$ cat src/sv/fbrgb_pkg.sv
// ---------------------------------------------------------------------------
// fbrgb_pkg
// Shared types, codes and constants of the framebuffer pixel unpacker.
// ---------------------------------------------------------------------------
package fbrgb_pkg;

   // Defaults for the top-level parameters
   localparam int PALETTE_ENTRIES_DEFAULT = 256;
   localparam int MAX_WIDTH_DEFAULT       = 2560;
   localparam int MAX_HEIGHT_DEFAULT      = 1600;

   // Result queue behind the palette read stage
   localparam int QUEUE_DEPTH  = 4;
   localparam int QUEUE_PTR_W  = $clog2(QUEUE_DEPTH);
   localparam int QUEUE_LVL_W  = QUEUE_PTR_W + 1;

   // Fixed field widths
   localparam int PIXEL_X_W    = 12;
   localparam int ROW_COUNT_W  = 11;
   localparam int BYTE_ROW_W   = 14;
   localparam int CSR_DATA_W   = 14;
   localparam int CSR_INDEX_W  = 2;

   // Request kinds
   localparam logic REQ_FB_BYTE       = 1'b0;
   localparam logic REQ_PALETTE_WRITE = 1'b1;

   // Depth modes
   localparam logic [2:0] MODE_1BPP     = 3'd0;
   localparam logic [2:0] MODE_2BPP     = 3'd1;
   localparam logic [2:0] MODE_4BPP     = 3'd2;
   localparam logic [2:0] MODE_8BPP     = 3'd3;
   localparam logic [2:0] MODE_RGB555   = 3'd4;
   localparam logic [2:0] MODE_ARGB8888 = 3'd5;

   // Configuration register indexes
   localparam logic [CSR_INDEX_W-1:0] CSR_DEPTH_MODE   = 2'd0;
   localparam logic [CSR_INDEX_W-1:0] CSR_FRAME_WIDTH  = 2'd1;
   localparam logic [CSR_INDEX_W-1:0] CSR_FRAME_HEIGHT = 2'd2;
   localparam logic [CSR_INDEX_W-1:0] CSR_ROW_STRIDE   = 2'd3;

   // Configuration register reset values
   localparam logic [2:0]             DEPTH_MODE_RESET   = MODE_ARGB8888;
   localparam logic [PIXEL_X_W-1:0]   FRAME_WIDTH_RESET  = 12'd640;
   localparam logic [ROW_COUNT_W-1:0] FRAME_HEIGHT_RESET = 11'd480;
   localparam logic [BYTE_ROW_W-1:0]  ROW_STRIDE_RESET   = 14'd2560;

   typedef struct packed {
      logic       req_type;
      logic [7:0] source_byte;
      logic [7:0] entry_index;
      logic [7:0] entry_red;
      logic [7:0] entry_green;
      logic [7:0] entry_blue;
   } req_payload_type;

   typedef struct packed {
      logic [7:0] red;
      logic [7:0] green;
      logic [7:0] blue;
      logic       run_last;
      logic       row_end;
      logic       frame_end;
   } rsp_payload_type;

   typedef struct packed {
      logic [2:0]             depth_mode;
      logic [PIXEL_X_W-1:0]   active_width;
      logic [ROW_COUNT_W-1:0] active_height;
      logic [BYTE_ROW_W-1:0]  row_stride_bytes;
   } cfg_type;

   // One pixel on its way to the palette read port
   typedef struct packed {
      logic        valid;
      logic        lookup;     // color comes from the palette
      logic [7:0]  index;
      logic [23:0] rgb;        // direct color for the true-color modes
      logic        run_last;
      logic        row_end;
      logic        frame_end;
   } pix_op_type;

   typedef struct packed {
      logic        en;
      logic [7:0]  index;
      logic [23:0] rgb;
   } pal_wr_type;

   // Gray level 255 - i for an entry that was never written
   function automatic logic [23:0] palette_reset_rgb(input logic [7:0] idx);
      logic [7:0] g;
      g = ~idx;
      return {g, g, g};
   endfunction

endpackage

$ cat src/sv/fbrgb_rsp_queue.sv
// ---------------------------------------------------------------------------
// fbrgb_rsp_queue
// Small result queue that decouples the pipeline from output stalls.
// ---------------------------------------------------------------------------
module fbrgb_rsp_queue (
   input  logic                                  clock,
   input  logic                                  reset,
   input  logic                                  push_valid,
   input  fbrgb_pkg::rsp_payload_type            push_data,
   output logic                                  rsp_valid,
   input  logic                                  rsp_stall,
   output fbrgb_pkg::rsp_payload_type            rsp_payload,
   output logic [fbrgb_pkg::QUEUE_LVL_W-1:0]     level
);

   localparam int PW = fbrgb_pkg::QUEUE_PTR_W;
   localparam int LW = fbrgb_pkg::QUEUE_LVL_W;

   fbrgb_pkg::rsp_payload_type slot_ff [fbrgb_pkg::QUEUE_DEPTH];
   logic [PW-1:0] head_ff, head_in;
   logic [PW-1:0] tail_ff, tail_in;
   logic [LW-1:0] level_ff, level_in;
   logic          pop;

   assign rsp_valid   = level_ff != '0;
   assign rsp_payload = slot_ff[head_ff];
   assign pop         = rsp_valid && !rsp_stall;
   assign level       = level_ff;

   always_comb begin
      head_in  = pop ? head_ff + PW'(1) : head_ff;
      tail_in  = push_valid ? tail_ff + PW'(1) : tail_ff;
      level_in = level_ff + LW'(push_valid) - LW'(pop);
   end

   always_ff @(posedge clock) begin
      if (reset) begin
         head_ff  <= '0;
         tail_ff  <= '0;
         level_ff <= '0;
      end else begin
         head_ff  <= head_in;
         tail_ff  <= tail_in;
         level_ff <= level_in;
      end
   end

   always_ff @(posedge clock) begin
      if (push_valid) begin
         slot_ff[tail_ff] <= push_data;
      end
   end

endmodule

$ cat config.mk
export PLATFORM = sky130hd
export DESIGN_NAME = fbrgb_rsp_queue
export DESIGN_NICKNAME = d
export VERILOG_FILES = /design/src/sv/fbrgb_pkg.sv /design/src/sv/fbrgb_rsp_queue.sv
export SDC_FILE = /design/constraint.sdc
export NUM_CORES = 1
export LEC_CHECK = 0
export ABC_AREA = 1
export BUFFER_PORTS_ARGS = -buffer_cell sky130_fd_sc_hd__buf_2
export CORE_MARGIN = 8
export CORE_UTILIZATION = 41
export DETAILED_ROUTE_END_ITERATION = 6
export HOLD_SLACK_MARGIN = 0.05
export SLEW_MARGIN = 20
export SYNTH_ARGS = -nofsm -noshare
export SYNTH_HDL_FRONTEND = slang
export SYNTH_SLANG_ARGS = --single-unit
$ cat constraint.sdc
create_clock -name clock -period 2.1 [get_ports clock]
set_clock_uncertainty 0.1 [all_clocks]
set_input_delay 0.21 -clock clock [delete_from_list [all_inputs] [get_ports clock]]
set_output_delay 0.21 -clock clock [all_outputs]
set_load 0.01 [all_outputs]
==> summary.md, run 1 <==
| Metric | Value |
|---|---|
| Status | completed |
| Yosys reg bits | 117 |
| Final Critical Period | between 2 and 2.5 ns |
| RePlAce Congestion | approximately 0.73 |
| Max H-tree Level | 4 |
| Fin. Hold Viols | 0 |
| Worst Reg-to-Reg Cells | 8 |
| Final #Nets | 468 |
| WP buf/inv | 2 |
| Cells after synthesis | 323 |
| Initial core utilization | a little over two fifths |
| Final wirelength | 9.07 mm |
| Yosys top cell area share | between 70% and 80% |
| Min-delay src | reset |
| Sum of negative setup slack | 0 ns |
| Pins Over Slew Limit | 0 |
| Avg Cell Area, Syn | approximately 14 sq um |
| DIE AREA | approximately 15000 sq um |
| Crit end category | output pin |
| Req. time, crit path | between 1.5 and 2 ns |
| Worst-path clk slew | 0.05 ns |
| Setup crit start kind | flip-flop |
| Max VDD drop | between 0.5 and 0.6 mV |
| Worst Hold Path EP | level[1] |
| Kind of critical path | flip-flop to output pin |
| Row count | 38 |
| Share of cells above drive strength 1 | between 20% and 30% |
| Max-Cap Viols | 0 |
| RR Startpoint | level[1] |
| Total CTS buffers | 17 |
| Delay-heaviest family, CP | buffers and inverters |
| Die X | between 100 and 150 um |
| Vias in the first global route | between 2000 and 3000 |
| Vias | 2793 |
| Clk buf depth | 2 |
| Area contributors post-synth | edfxtp_1 72%, nor2_1 5.2%, dfxtp_1 4.0% |
| IO Pins | between 60 and 70 |
| Synthesized area | between 4000 and 5000 sq um |
| ANT nets after route | 0 |
| CTS tree | built |
| GR Overflow Total | 0 |
| CP max stage delay | between 0.4 and 0.5 ns |
| Area grow syn2layout | 27.9% |
| HP Class | primary input to flip-flop |
| Core ar. | roughly 11000 sq um |
| Hold path cells | 3 |
| Initial antenna violation count | 0 |
| Post-CTS setup buffer count | 0 |
| I/O Buffers | 61 |
| PwrDens | roughly 1100 nW/um^2 |
| Total Routing Usage GR | 13.0% |
| WL/cell | between 15 and 20 um |
| Critical R2R Capture | level[0] |
| # DRC | 0 |
| Largest net degree at the start of global routing | between 50 and 60 |
| Slew margin rel. | just under 80% |
| Syn_nets | roughly 360 |
| Yosys cell types | 18 |
| Crit path max-delay cell type | dfxtp_2 |
| Leading area contributor after synthesis | edfxtp_1 |
| Reg2Reg Setup Slack | approximately 0.17 ns |
| Critical Path AT | roughly 1.7 ns |
| Seq/Total Area, Yosys | around three quarters |
| ANT cells | 0 |
| Clock Latency Late Sink | roughly 0.50 ns |
| Final period util | 95.6% |
| Ys Warns | 0 |
| Worst-path cell chain | buf_4 -> o21ai_0 -> o22ai_1 -> buf_2 |
| Pleak | 2.17 nW |
| Slew @ Worst Pin | about 0.32 ns |
| DRT iter0 DRCs | 176 |
| TritonRoute pass-1 iters | 4 |
| Util after Layout | approximately 53% |
| Achievable frequency | approximately 0.5 GHz |
| Setup Viol. Count Final | 0 |
| Clock root cell | clkbuf_8 |
| HPWL Detailed | 5.74 mm |
| First-pass GRT wire length | about 14 mm |
| Die H | between 100 and 150 um |
| Num Clock Sinks | about 120 |
| Overall power | roughly 0.0066 W |
| Via density | between 4 and 5 |
| Worst-path fanout max | 14 |
## state kept, by name (all words and copies together) (netlist names), named ones only
signal and cells:
tail_ff 2, head_ff 2, slot_ff 108, level 3
## worst max-delay path by stage
| stage | to | slack, ns | depth (start not counted) |
|---|---|---|---|
| floorplan | level[2] | 0.34 | 8 |
| global placement | level[2] | 0.35 | 8 |
| detailed placement | level[2] | 0.30 | 8 |
| CTS | rsp_payload[18] | 0.04 | 4 |
| global route | rsp_payload[2] | -0.0009 | 4 |
| finish | rsp_payload[2] | 0.09 | 4 |
## area by class of cell
class                   count  area [sq um]
well taps                 140           175
fillers                   926          5020
clock buffers              19           422
flip-flops and latches    117          3430
multi-input cells         171           858
repair buffers            104           718
clock inverters            12          90.1
inverters                  19          83.8
## cell usage after synthesis
library cell	number
a21oi_1	6
buf_2	4
buf_4	1
buf_6	10
clkbuf_4	1
clkinv_4	1
dfxtp_1	9
edfxtp_1	108
fa_1	1
ha_1	6
inv_1	17
inv_8	1
nand2_1	11
nand3_1	2
nor2_1	62
o21ai_0	33
o21ai_1	23
o22ai_1	27
## cell usage in the layout, fill, tap and decap left out, types with 16 or more instances in the layout
cell,count
buf_2,61
clkbuf_16,16
dlygate4sd3_1,31
edfxtp_1,108
inv_1,17
nor2_1,62
o21ai_0,33
o21ai_1,23
o22ai_1,27
## per-layer routing
metal	GRT usage [%]	part of all wire, %
met2	20.8	50
met1	15.0	43
met4	5.07	1.4
met5	0	0
met3	5.86	6.3
## power by group
group / leakage, nW / switching, W / internal, W
Clock: 0.248 / 0.000916 / 0.00153
Combinational: 0.854 / 0.000851 / 0.000524
Sequential: 1.07 / 0.0000651 / 0.00269
## kinds of logic (layout without fill, tap and decap cells)
| kind of cell | after synthesis | in the layout | synth area share [%] |
|---|---|---|---|
| and+or+nand+nor | 75 | 75 | 6.29 |
| AOI/OAI and AO/OA | 89 | 89 | 10.6 |
| buffers and inverters | 35 | 154 | 5.13 |
| DFF | 117 | 117 | 75.9 |
| adders and majority gates | 7 | 7 | 2.11 |
## worst min-delay path: cells and delay by family
kind / cells / cell delay (ns)
buffers and inverters: 2 / 0.64
and+or+nand+nor: 1 / 0.05
## metrics by stage
step	cells	worst slack, ns	hold slack (ns)	cell area (sq um)
global route	582	-0.000922	0.317	5770
finish	582	0.0916	0.345	5770
global placement	520	0.353	0.303	4940
detailed placement	520	0.302	0.306	4940
floorplan	323	0.339	0.181	4510
CTS	582	0.0380	0.313	5760
## repair_timing
| item | CTS | global route |
|---|---|---|
| endpoints found under the setup margin | 12 | 12 |
| hold endpoints to repair | 117 | 0 |
| hold buffers | 31 | 0 |
| gates resized for setup | 2 | 2 |
(Power assumes the default switching activity.)
==> run 2: changes to the inputs <==
Settings changed: SETUP_SLACK_MARGIN set to 0.3.
==> summary.md, run 2 (synthesized netlist as in run 1, its figures left out) <==
| Metric | Value |
|---|---|
| Vias in the first global route | 2945 |
| Worst-path clk slew | 0.05 ns |
| ANT cells | 0 |
| Final #Nets | 480 |
| Placed Area | between 4000 and 5000 sq um |
| Share of cells above drive strength 1 | approximately a third |
| Clock root cell | clkbuf_8 |
| Setup crit start kind | flip-flop |
| Via density | approximately 5 |
| Die H | 121 um |
| IO Pins | slightly above 60 |
| Final wirelength | approximately 10 mm |
| # DRC | 0 |
| Kind of critical path | flip-flop to output pin |
| Most frequent cells in the layout | 108 x edfxtp_1, 61 x buf_2, 48 x nor2_1 |
| DIE AREA | 14600 sq um |
| HP Class | primary input to flip-flop |
| TritonRoute pass-1 iters | 4 |
| ANT nets after route | 0 |
| Die X | 121 um |
| RePlAce Congestion | 0.733 |
| Worst-path fanout max | 5 |
| Status | completed |
| Unrepaired setup endpoints after global routing | yes |
| Final period util | 94.2% |
| Slew margin rel. | between 80% and 90% |
| Achievable frequency | between 0.5 and 0.6 GHz |
| Initial core utilization | between 40% and 50% |
| HPWL Detailed | 5.74 mm |
| Slew @ Worst Pin | between 0.2 and 0.3 ns |
| Fin. Hold Viols | 0 |
| Initial antenna violation count | 0 |
| Crit end category | output pin |
| CTS tree | built |
| Area grow syn2layout | 38.5% |
| First-pass GRT wire length | 15.0 mm |
| PwrDens | 1150 nW/um^2 |
| Max VDD drop | approximately 0.54 mV |
| Req. time, crit path | 1.79 ns |
| Sum of negative setup slack | 0 ns |
| Largest register FFs | roughly 110 |
| Fillers | ~860 |
| Core ar. | around 11000 sq um |
| Largest register by flop count | slot_ff |
| Final Critical Period | 1.98 ns |
| Max H-tree Level | 4 |
| Util after Layout | 57.9% |
| Setup Viol. Count Final | 0 |
| DRT iter0 DRCs | between 150 and 200 |
| Clock Latency Late Sink | 0.49 ns |
| Overall power | roughly 0.0072 W |
| Max-Cap Viols | 0 |
| Commonest non-fill, non-tap cell in the layout | edfxtp_1 |
| Pins Over Slew Limit | 0 |
| Finished Cell Area | approximately 6200 sq um |
| Vias | 2903 |
| Row count | 38 |
| Largest net degree at the start of global routing | 55 |
| Pleak | between 2 and 2.5 nW |
| Num Clock Sinks | 117 |
| Critical Path AT | about 1.7 ns |
| Total CTS buffers | 17 |
| I/O Buffers | 61 |
| GR Overflow Total | 0 |
| Total Routing Usage GR | 13.7% |
| WL/cell | 16.8 um |
| Clk buf depth | 2 |
[run 2: changes by cell type in the layout (fill, tap and decap cells not counted), sizes merged]
cell / previous run / this run
buf: 73 / 84
clkbuf: 19 / 21
clkinv: 9 / 8
dlygate4sd3: 31 / 30
inv: 18 / 19
[run 2: per-stage QoR]
stage / std cells / worst slack [ns] / hold WS [ns]
2_1_floorplan: 323 / 0.339 / 0.181
3_3_place_gp: 520 / 0.353 / 0.303
3_5_place_dp: 520 / 0.302 / 0.306
4_1_cts: 587 / 0.135 / 0.308
5_1_grt: 594 / 0.0449 / 0.308
6_report: 594 / 0.121 / 0.336
[run 2: power breakdown]
part	internal, W	switching, W
clock network	0.00153	0.000918
registers	0.00270	0.000108
logic	0.000882	0.00102
total	0.00511	0.00205
[run 2: path summary, 6_finish.rpt]
kind	to	cells past startpoint	startpoint	slack, ns
worst max register to register	level[1]	8	level[1]	0.32
worst max-delay path	rsp_payload[16]	5	flip-flop	0.12
worst min-delay path	level[1]	3	reset	0.34
worst min register to register	head_ff[0]	2	head_ff[0]	0.39
[run 2: metal layers]
metal	share of wire [%]	wire length (um)	track usage, %	vias to the layer above
met5	0	0	0	-
met3	5.7	574	5.86	10
li1	-	-	-	1424
met2	50	5040	21.9	65
met4	1.2	121	5.07	0
met1	43	4270	16.1	1404
[run 2: area by class of cell]
type                            instances  area, sq um  area share, %
Clock buffer                           19          422           6.75
Clock inverter                         12         90.1           1.44
Sequential cell                       117         3440           55.0
Inverter                               19         95.1           1.52
Tap cell                              140          175           2.80
Multi-Input combinational cell        171         1060           16.9
Timing Repair Buffer                  116          973           15.6
[run 2: timing repair]
item,CTS,global route
gates resized for setup,18,57
hold buffers,30,0
endpoints found under the hold margin,117,0
endpoints found under the setup margin,28,29
pin swaps,10,29
cloned,3,2
setup buffers,3,5
[run 2: critical path, cell delays in order, from the launching register on]
cell and delay (ns):
dfxtp_4 0.48, buf_12 0.17, clkbuf_16 0.17, nor2_1 0.05, o22ai_1 0.14, buf_2 0.16
