`src/sv/fbrgb_pkg.sv`:
```
// ---------------------------------------------------------------------------
// fbrgb_pkg
// Shared types, codes and constants of the framebuffer pixel unpacker.
// ---------------------------------------------------------------------------
package fbrgb_pkg;

   // Defaults for the top-level parameters
   localparam int PALETTE_ENTRIES_DEFAULT = 256;
   localparam int MAX_WIDTH_DEFAULT       = 2560;
   localparam int MAX_HEIGHT_DEFAULT      = 1600;

   // Result queue behind the palette read stage
   localparam int QUEUE_DEPTH  = 4;
   localparam int QUEUE_PTR_W  = $clog2(QUEUE_DEPTH);
   localparam int QUEUE_LVL_W  = QUEUE_PTR_W + 1;

   // Fixed field widths
   localparam int PIXEL_X_W    = 12;
   localparam int ROW_COUNT_W  = 11;
   localparam int BYTE_ROW_W   = 14;
   localparam int CSR_DATA_W   = 14;
   localparam int CSR_INDEX_W  = 2;

   // Request kinds
   localparam logic REQ_FB_BYTE       = 1'b0;
   localparam logic REQ_PALETTE_WRITE = 1'b1;

   // Depth modes
   localparam logic [2:0] MODE_1BPP     = 3'd0;
   localparam logic [2:0] MODE_2BPP     = 3'd1;
   localparam logic [2:0] MODE_4BPP     = 3'd2;
   localparam logic [2:0] MODE_8BPP     = 3'd3;
   localparam logic [2:0] MODE_RGB555   = 3'd4;
   localparam logic [2:0] MODE_ARGB8888 = 3'd5;

   // Configuration register indexes
   localparam logic [CSR_INDEX_W-1:0] CSR_DEPTH_MODE   = 2'd0;
   localparam logic [CSR_INDEX_W-1:0] CSR_FRAME_WIDTH  = 2'd1;
   localparam logic [CSR_INDEX_W-1:0] CSR_FRAME_HEIGHT = 2'd2;
   localparam logic [CSR_INDEX_W-1:0] CSR_ROW_STRIDE   = 2'd3;

   // Configuration register reset values
   localparam logic [2:0]             DEPTH_MODE_RESET   = MODE_ARGB8888;
   localparam logic [PIXEL_X_W-1:0]   FRAME_WIDTH_RESET  = 12'd640;
   localparam logic [ROW_COUNT_W-1:0] FRAME_HEIGHT_RESET = 11'd480;
   localparam logic [BYTE_ROW_W-1:0]  ROW_STRIDE_RESET   = 14'd2560;

   typedef struct packed {
      logic       req_type;
      logic [7:0] source_byte;
      logic [7:0] entry_index;
      logic [7:0] entry_red;
      logic [7:0] entry_green;
      logic [7:0] entry_blue;
   } req_payload_type;

   typedef struct packed {
      logic [7:0] red;
      logic [7:0] green;
      logic [7:0] blue;
      logic       run_last;
      logic       row_end;
      logic       frame_end;
   } rsp_payload_type;

   typedef struct packed {
      logic [2:0]             depth_mode;
      logic [PIXEL_X_W-1:0]   active_width;
      logic [ROW_COUNT_W-1:0] active_height;
      logic [BYTE_ROW_W-1:0]  row_stride_bytes;
   } cfg_type;

   // One pixel on its way to the palette read port
   typedef struct packed {
      logic        valid;
      logic        lookup;     // color comes from the palette
      logic [7:0]  index;
      logic [23:0] rgb;        // direct color for the true-color modes
      logic        run_last;
      logic        row_end;
      logic        frame_end;
   } pix_op_type;

   typedef struct packed {
      logic        en;
      logic [7:0]  index;
      logic [23:0] rgb;
   } pal_wr_type;

   // Gray level 255 - i for an entry that was never written
   function automatic logic [23:0] palette_reset_rgb(input logic [7:0] idx);
      logic [7:0] g;
      g = ~idx;
      return {g, g, g};
   endfunction

endpackage

```
`src/sv/fbrgb_sequencer.sv`:
```
// ---------------------------------------------------------------------------
// fbrgb_sequencer
// Holds one request, steps out its pixels and keeps the raster counters.
// ---------------------------------------------------------------------------
module fbrgb_sequencer #(
   parameter int MAX_WIDTH  = fbrgb_pkg::MAX_WIDTH_DEFAULT,
   parameter int MAX_HEIGHT = fbrgb_pkg::MAX_HEIGHT_DEFAULT
) (
   input  logic                       clock,
   input  logic                       reset,
   input  logic                       req_valid,
   output logic                       req_stall,
   input  fbrgb_pkg::req_payload_type req_payload,
   input  fbrgb_pkg::cfg_type         cfg,
   input  logic                       credit_ok,
   output fbrgb_pkg::pix_op_type      pix_op,
   output fbrgb_pkg::pal_wr_type      pal_wr
);

   localparam int XW = fbrgb_pkg::PIXEL_X_W;
   localparam int YW = fbrgb_pkg::ROW_COUNT_W;
   localparam int BW = fbrgb_pkg::BYTE_ROW_W;

   logic                       cur_valid_ff, cur_valid_in;
   fbrgb_pkg::req_payload_type cur_ff;
   logic [7:0]                 shift_ff, shift_in;
   logic [2:0]                 k_ff, k_in;
   logic [XW-1:0]              pixel_x_ff, pixel_x_in;
   logic [BW-1:0]              byte_in_row_ff, byte_in_row_in;
   logic [YW-1:0]              row_count_ff, row_count_in;
   logic [23:0]                held_ff, held_in;
   logic [1:0]                 phase_ff, phase_in;

   logic [XW-1:0] eff_w;
   logic [YW-1:0] eff_h;
   logic          is_write;
   logic          step;
   logic          visible;
   logic          at_edge;
   logic          produce;
   logic          done_byte;
   logic          finishing;
   logic          accept;
   logic          fire_pix;
   logic          row_wrap;
   logic          indexed;
   logic [7:0]    idx;
   logic [7:0]    shift_next;
   logic          last_k;
   logic [23:0]   direct_rgb;
   logic [15:0]   p555;
   logic [23:0]   held_mode;
   logic [1:0]    phase_mode;

   assign eff_w = ({1'b0, cfg.active_width} > (XW + 1)'(MAX_WIDTH))
                  ? XW'(MAX_WIDTH) : cfg.active_width;
   assign eff_h = ({1'b0, cfg.active_height} > (YW + 1)'(MAX_HEIGHT))
                  ? YW'(MAX_HEIGHT) : cfg.active_height;

   assign is_write = cur_ff.req_type == fbrgb_pkg::REQ_PALETTE_WRITE;
   assign step     = cur_valid_ff && (is_write || credit_ok);
   assign visible  = pixel_x_ff < eff_w;
   assign at_edge  = ({1'b0, pixel_x_ff} + (XW + 1)'(1)) == {1'b0, eff_w};
   assign p555     = {held_ff[7:0], cur_ff.source_byte};

   // Per-mode pixel selection and multi-byte gathering
   always_comb begin
      indexed    = 1'b0;
      idx        = 8'h00;
      shift_next = shift_ff;
      last_k     = 1'b1;
      produce    = 1'b0;
      done_byte  = 1'b1;
      direct_rgb = 24'h000000;
      held_mode  = held_ff;
      phase_mode = phase_ff;
      case (cfg.depth_mode)
         fbrgb_pkg::MODE_1BPP: begin
            indexed    = 1'b1;
            idx        = {7'b0, shift_ff[7]};
            shift_next = {shift_ff[6:0], 1'b0};
            last_k     = k_ff == 3'd7;
         end
         fbrgb_pkg::MODE_2BPP: begin
            indexed    = 1'b1;
            idx        = {6'b0, shift_ff[7:6]};
            shift_next = {shift_ff[5:0], 2'b00};
            last_k     = k_ff == 3'd3;
         end
         fbrgb_pkg::MODE_4BPP: begin
            indexed    = 1'b1;
            idx        = {4'b0, shift_ff[7:4]};
            shift_next = {shift_ff[3:0], 4'b0000};
            last_k     = k_ff == 3'd1;
         end
         fbrgb_pkg::MODE_8BPP: begin
            indexed = 1'b1;
            idx     = shift_ff;
            last_k  = 1'b1;
         end
         fbrgb_pkg::MODE_RGB555: begin
            if (phase_ff == 2'd0) begin
               held_mode  = {16'h0000, cur_ff.source_byte};
               phase_mode = 2'd1;
            end else begin
               produce    = visible;
               direct_rgb = {p555[14:10], 3'b000, p555[9:5], 3'b000, p555[4:0], 3'b000};
               held_mode  = 24'h000000;
               phase_mode = 2'd0;
            end
         end
         fbrgb_pkg::MODE_ARGB8888: begin
            case (phase_ff)
               2'd0: begin
                  held_mode  = 24'h000000;
                  phase_mode = 2'd1;
               end
               2'd1: begin
                  held_mode  = {cur_ff.source_byte, 16'h0000};
                  phase_mode = 2'd2;
               end
               2'd2: begin
                  held_mode  = {held_ff[23:16], cur_ff.source_byte, 8'h00};
                  phase_mode = 2'd3;
               end
               default: begin
                  produce    = visible;
                  direct_rgb = {held_ff[23:8], cur_ff.source_byte};
                  held_mode  = 24'h000000;
                  phase_mode = 2'd0;
               end
            endcase
         end
         default: begin
            produce = 1'b0;
         end
      endcase
      if (indexed) begin
         produce   = visible;
         done_byte = last_k || !visible || at_edge;
      end
   end

   assign fire_pix  = step && !is_write && produce;
   assign finishing = step && (is_write || done_byte);
   assign req_stall = cur_valid_ff && !finishing;
   assign accept    = req_valid && !req_stall;
   assign row_wrap  = step && !is_write && done_byte &&
                      (({1'b0, byte_in_row_ff} + (BW + 1)'(1)) >=
                       {1'b0, cfg.row_stride_bytes});

   always_comb begin
      cur_valid_in   = cur_valid_ff;
      shift_in       = shift_ff;
      k_in           = k_ff;
      pixel_x_in     = pixel_x_ff;
      byte_in_row_in = byte_in_row_ff;
      row_count_in   = row_count_ff;
      held_in        = held_ff;
      phase_in       = phase_ff;

      if (finishing) begin
         cur_valid_in = 1'b0;
      end
      if (accept) begin
         cur_valid_in = 1'b1;
         shift_in     = req_payload.source_byte;
         k_in         = 3'd0;
      end else if (step && !finishing) begin
         // advance to the next pixel of the same byte
         shift_in = shift_next;
         k_in     = k_ff + 3'd1;
      end

      if (fire_pix) begin
         pixel_x_in = pixel_x_ff + XW'(1);
      end

      if (step && !is_write) begin
         held_in  = held_mode;
         phase_in = phase_mode;
      end

      if (row_wrap) begin
         byte_in_row_in = '0;
         pixel_x_in     = '0;
         phase_in       = 2'd0;
         held_in        = 24'h000000;
         if (({1'b0, row_count_ff} + (YW + 1)'(1)) >= {1'b0, eff_h}) begin
            row_count_in = '0;
         end else begin
            row_count_in = row_count_ff + YW'(1);
         end
      end else if (step && !is_write && done_byte) begin
         byte_in_row_in = byte_in_row_ff + BW'(1);
      end
   end

   always_ff @(posedge clock) begin
      if (reset) begin
         cur_valid_ff   <= 1'b0;
         pixel_x_ff     <= '0;
         byte_in_row_ff <= '0;
         row_count_ff   <= '0;
         held_ff        <= 24'h000000;
         phase_ff       <= 2'd0;
      end else begin
         cur_valid_ff   <= cur_valid_in;
         pixel_x_ff     <= pixel_x_in;
         byte_in_row_ff <= byte_in_row_in;
         row_count_ff   <= row_count_in;
         held_ff        <= held_in;
         phase_ff       <= phase_in;
      end
   end

   always_ff @(posedge clock) begin
      if (accept) begin
         cur_ff <= req_payload;
      end
      shift_ff <= shift_in;
      k_ff     <= k_in;
   end

   always_comb begin
      pix_op.valid     = fire_pix;
      pix_op.lookup    = indexed;
      pix_op.index     = idx;
      pix_op.rgb       = direct_rgb;
      pix_op.run_last  = done_byte;
      pix_op.row_end   = at_edge;
      pix_op.frame_end = at_edge &&
                         (({1'b0, row_count_ff} + (YW + 1)'(1)) == {1'b0, eff_h});
      pal_wr.en        = step && is_write;
      pal_wr.index     = cur_ff.entry_index;
      pal_wr.rgb       = {cur_ff.entry_red, cur_ff.entry_green, cur_ff.entry_blue};
   end

endmodule

```
`config.mk`:
```
export PLATFORM = sky130hd
export DESIGN_NAME = fbrgb_sequencer
export DESIGN_NICKNAME = d
export VERILOG_FILES = /design/src/sv/fbrgb_pkg.sv /design/src/sv/fbrgb_sequencer.sv
export SDC_FILE = /design/constraint.sdc
export NUM_CORES = 1
export LEC_CHECK = 0
export ABC_AREA = 1
export ABC_CLOCK_PERIOD_IN_PS = 4010
export BUFFER_PORTS_ARGS = -buffer_cell sky130_fd_sc_hd__buf_4
export CAP_MARGIN = 15
export CORE_MARGIN = 2
export CORE_UTILIZATION = 57
export CTS_BUF_LIST = sky130_fd_sc_hd__clkbuf_8
export CTS_CLUSTER_SIZE = 14
export DETAILED_ROUTE_END_ITERATION = 7
export PLACE_DENSITY = 0.83
export SLEW_MARGIN = 20
export SYNTH_ARGS = -nofsm -noshare
export SYNTH_HDL_FRONTEND = slang
export SYNTH_SLANG_ARGS = --single-unit
```
`constraint.sdc`:
```
create_clock -name clock -period 4.01 [get_ports clock]
set_clock_uncertainty 0.05 [all_clocks]
set_input_delay 0.401 -clock clock [delete_from_list [all_inputs] [get_ports clock]]
set_output_delay 0.401 -clock clock [all_outputs]
set_load 0.03 [all_outputs]
```
==> flow_metrics.env <==
export IMPL_grt_pass1_wl_um=26700
export IMPL_fin_setup_tns_ps=0
export IMPL_yosysSeqAreaShare_pct=39.3
export IMPL_crit_fanout=24
export IMPL_cts_buffers=17
export IMPL_synth_edf_count=49
export IMPL_htree_levels=4
export IMPL_max_cap_violations=0
export IMPL_path_clk_slew_ps=70
export IMPL_hpwlAfterDp_um=12200
export IMPL_track_usage_pct=25.0
export IMPL_synth_seq_cells=115
export IMPL_hold_class="in -> reg"
export IMPL_cts_setup_buffers=0
export IMPL_ir_drop_v=0.000233
export IMPL_ios=156
export IMPL_hold_viol_final=0
export IMPL_avgSynthCellArea_um2=7.76
export IMPL_num_rows=40
export IMPL_drive_gt1_share_pct=20.9
export IMPL_synthCells=916
export IMPL_end_kind="output pin"
export IMPL_core_area_um2=12100
export IMPL_root_buffer="clkbuf_8"
export IMPL_antenna_found_initial=0
export IMPL_critical_path_class="in -> out"
export IMPL_clk_latency_ps=430
export IMPL_postCtsResizedCells=0
export IMPL_ff_latch_area_um2=2790
export IMPL_required_ps=3560
export IMPL_nNetsFinal=1166
export IMPL_cp_arrival_ps=2980
export IMPL_drt_initial_drc_count=454
export IMPL_max_slew_margin_pct=30.0
export IMPL_async_flop_share_pct=0
export IMPL_hold_buffers=0
export IMPL_ant_nets=0
export IMPL_yosys_warnings=0
export IMPL_power_per_cell_area_nw_per_um2=324
export IMPL_clockBufferDepth=2
export IMPL_dieArea_um2=13400
export IMPL_dominantRegCellSynth="dfxtp_1"
export IMPL_worstMarginPinSlew_ps=1040
export IMPL_setup_violations=0
export IMPL_min_period_ps=3430
export IMPL_die_w_um=116
export IMPL_antennaDiodeCount=0
export IMPL_cts_sinks=115
export IMPL_drt_drc_violations_left=0
export IMPL_start_util_pct=58.7
export IMPL_vias=6334
export IMPL_finalCritPeriodShare_pct=85.5
export IMPL_fmax_mhz=292
export IMPL_wl_um=16300
export IMPL_startpoint_type="input port"
export IMPL_syn_area_um2=7110
export IMPL_slew_viol_final=0
export IMPL_multi_input_comb_area_um2=3460
export IMPL_gp_congestion=0.910
export IMPL_die_y_um=116
export IMPL_io_buffers=155
export IMPL_cts_tree="yes"
export IMPL_area_growth_pct=20.4
export IMPL_outcome="completed"
export IMPL_grt_max_degree=52
export IMPL_viasPerCell=5.21
export IMPL_grt_overflow=0
export IMPL_drtPass1Iterations=5
export IMPL_rsz0062_at_grt="false"
export IMPL_leakage_nw=3.93
export IMPL_grt_pass1_vias=5818
export IMPL_syn_nets=1047
export IMPL_n_fill_cell=1023
export IMPL_wl_per_cell_um=13.4
export IMPL_synth_distinct_cells=46
export IMPL_utilization_pct=70.7
==> sequential cells by signal, summed over array words and instances, names as in the netlist <==
register	flops
pal_wr	32
held_ff	23
byte_in_row_ff	14
pixel_x_ff	12
row_count_ff	11
cur_ff	8
shift_ff	8
k_ff	3
phase_ff	2
cur_valid_ff	1
is_write	1
==> critical path, cell delays in order <==
cell and delay (ps):
buf_4 120, inv_2 60, nand2_1 70, nor2_1 130
nand2_1 90, nand2_2 200, nand2_1 100, ha_1 300
a21oi_1 160, o21ai_0 90, nand2_1 60, o211ai_1 70
a31o_2 250, nor2_2 320, nand2_8 80, buf_4 240
buf_4 210
==> power by group <==
| group | leakage [nW] | internal, W | switching [W] | total, W |
|---|---|---|---|---|
| registers | 1.01 | 0.00126 | 0.0000169 | 0.00128 |
| clock network | 0.223 | 0.000681 | 0.000470 | 0.00115 |
| logic | 2.70 | 0.000138 | 0.000206 | 0.000345 |
| total | 3.93 | 0.00208 | 0.000693 | 0.00278 |
==> metal layers <==
metal	part of all wire [%]	GRT usage (%)
met1	43	31.9
met2	51	43.5
met3	5.0	4.81
met4	1.3	7.14
met5	0	0
==> worst paths after layout <==
check	cells after the start	startpoint	endpoint	slack, ps
min reg2reg	2	held_ff[9]	held_ff[9]	410
max reg2reg	18	byte_in_row_ff[0]	pixel_x_ff[7]	650
max	17	cfg[35]	pix_op[2]	580
min	1	req_payload[31]	pal_wr[31]	90
==> Yosys cell counts (all sizes together), types with 8 or more instances <==
cell	number	area (um^2)
nand2	218	886
inv	116	435
nor2	87	354
nand3	77	408
dfxtp	66	1320
a21oi	64	324
buf	49	369
edfxtp	49	1470
ha	46	576
xor2	21	184
nand4	20	125
o21ai	17	85.1
nor3	15	85.1
clkbuf	12	45.0
o22ai	10	62.6
xnor2	8	70.1
==> placed cells by master (no fill, tap or decap), drive strengths merged <==
cell      instances
a21oi            64
a221oi            1
o221ai            5
or2               2
nand3            77
ha               46
xnor2             8
nand2           218
o211ai            5
nand4            20
nand3b            5
nor3b             1
a2111oi           1
clkbuf           18
o2111ai           1
o22ai            10
clkinv            6
edfxtp           49
buf             161
a211oi            2
a22oi             7
clkinvlp          2
a21boi            1
nor2             87
a31oi             2
a21o              2
o21ai            17
bufinv            4
o41ai             1
nor4              2
xor2             21
dfxtp            66
a31o              1
nor3             15
inv             120
==> final cells by class <==
| class | count | area share [%] |
|---|---|---|
| clock inverters | 14 | 2.03 |
| multi-input cells | 622 | 40.4 |
| inverters | 118 | 5.18 |
| repair buffers | 161 | 14.4 |
| flip-flops and latches | 115 | 32.6 |
| clock buffers | 18 | 2.89 |
| well taps | 168 | 2.46 |
==> cells by family (layout without fill, tap and decap cells) <==
logic type	Yosys count	after routing	synth area share [%]
simple gates	427	427	27.1
buf+inv	179	311	12.1
compound gates	120	120	9.84
flops	115	115	39.3
fa+ha+maj	46	46	8.10
xor+xnor	29	29	3.57
==> per-stage QoR <==
step	instances	hold slack, ps	instance area [um^2]	setup slack [ps]	total power (W)
floorplan	916	389	7110	511	0.00153
global placement	1184	401	8140	491	0.00164
detailed placement	1184	406	8140	394	0.00165
CTS	1216	73.3	8560	585	0.00279
global route	1216	62.3	8560	333	0.00289
finish	1216	89.0	8560	581	0.00278
Note: power is estimated with default switching activity, not from simulation.
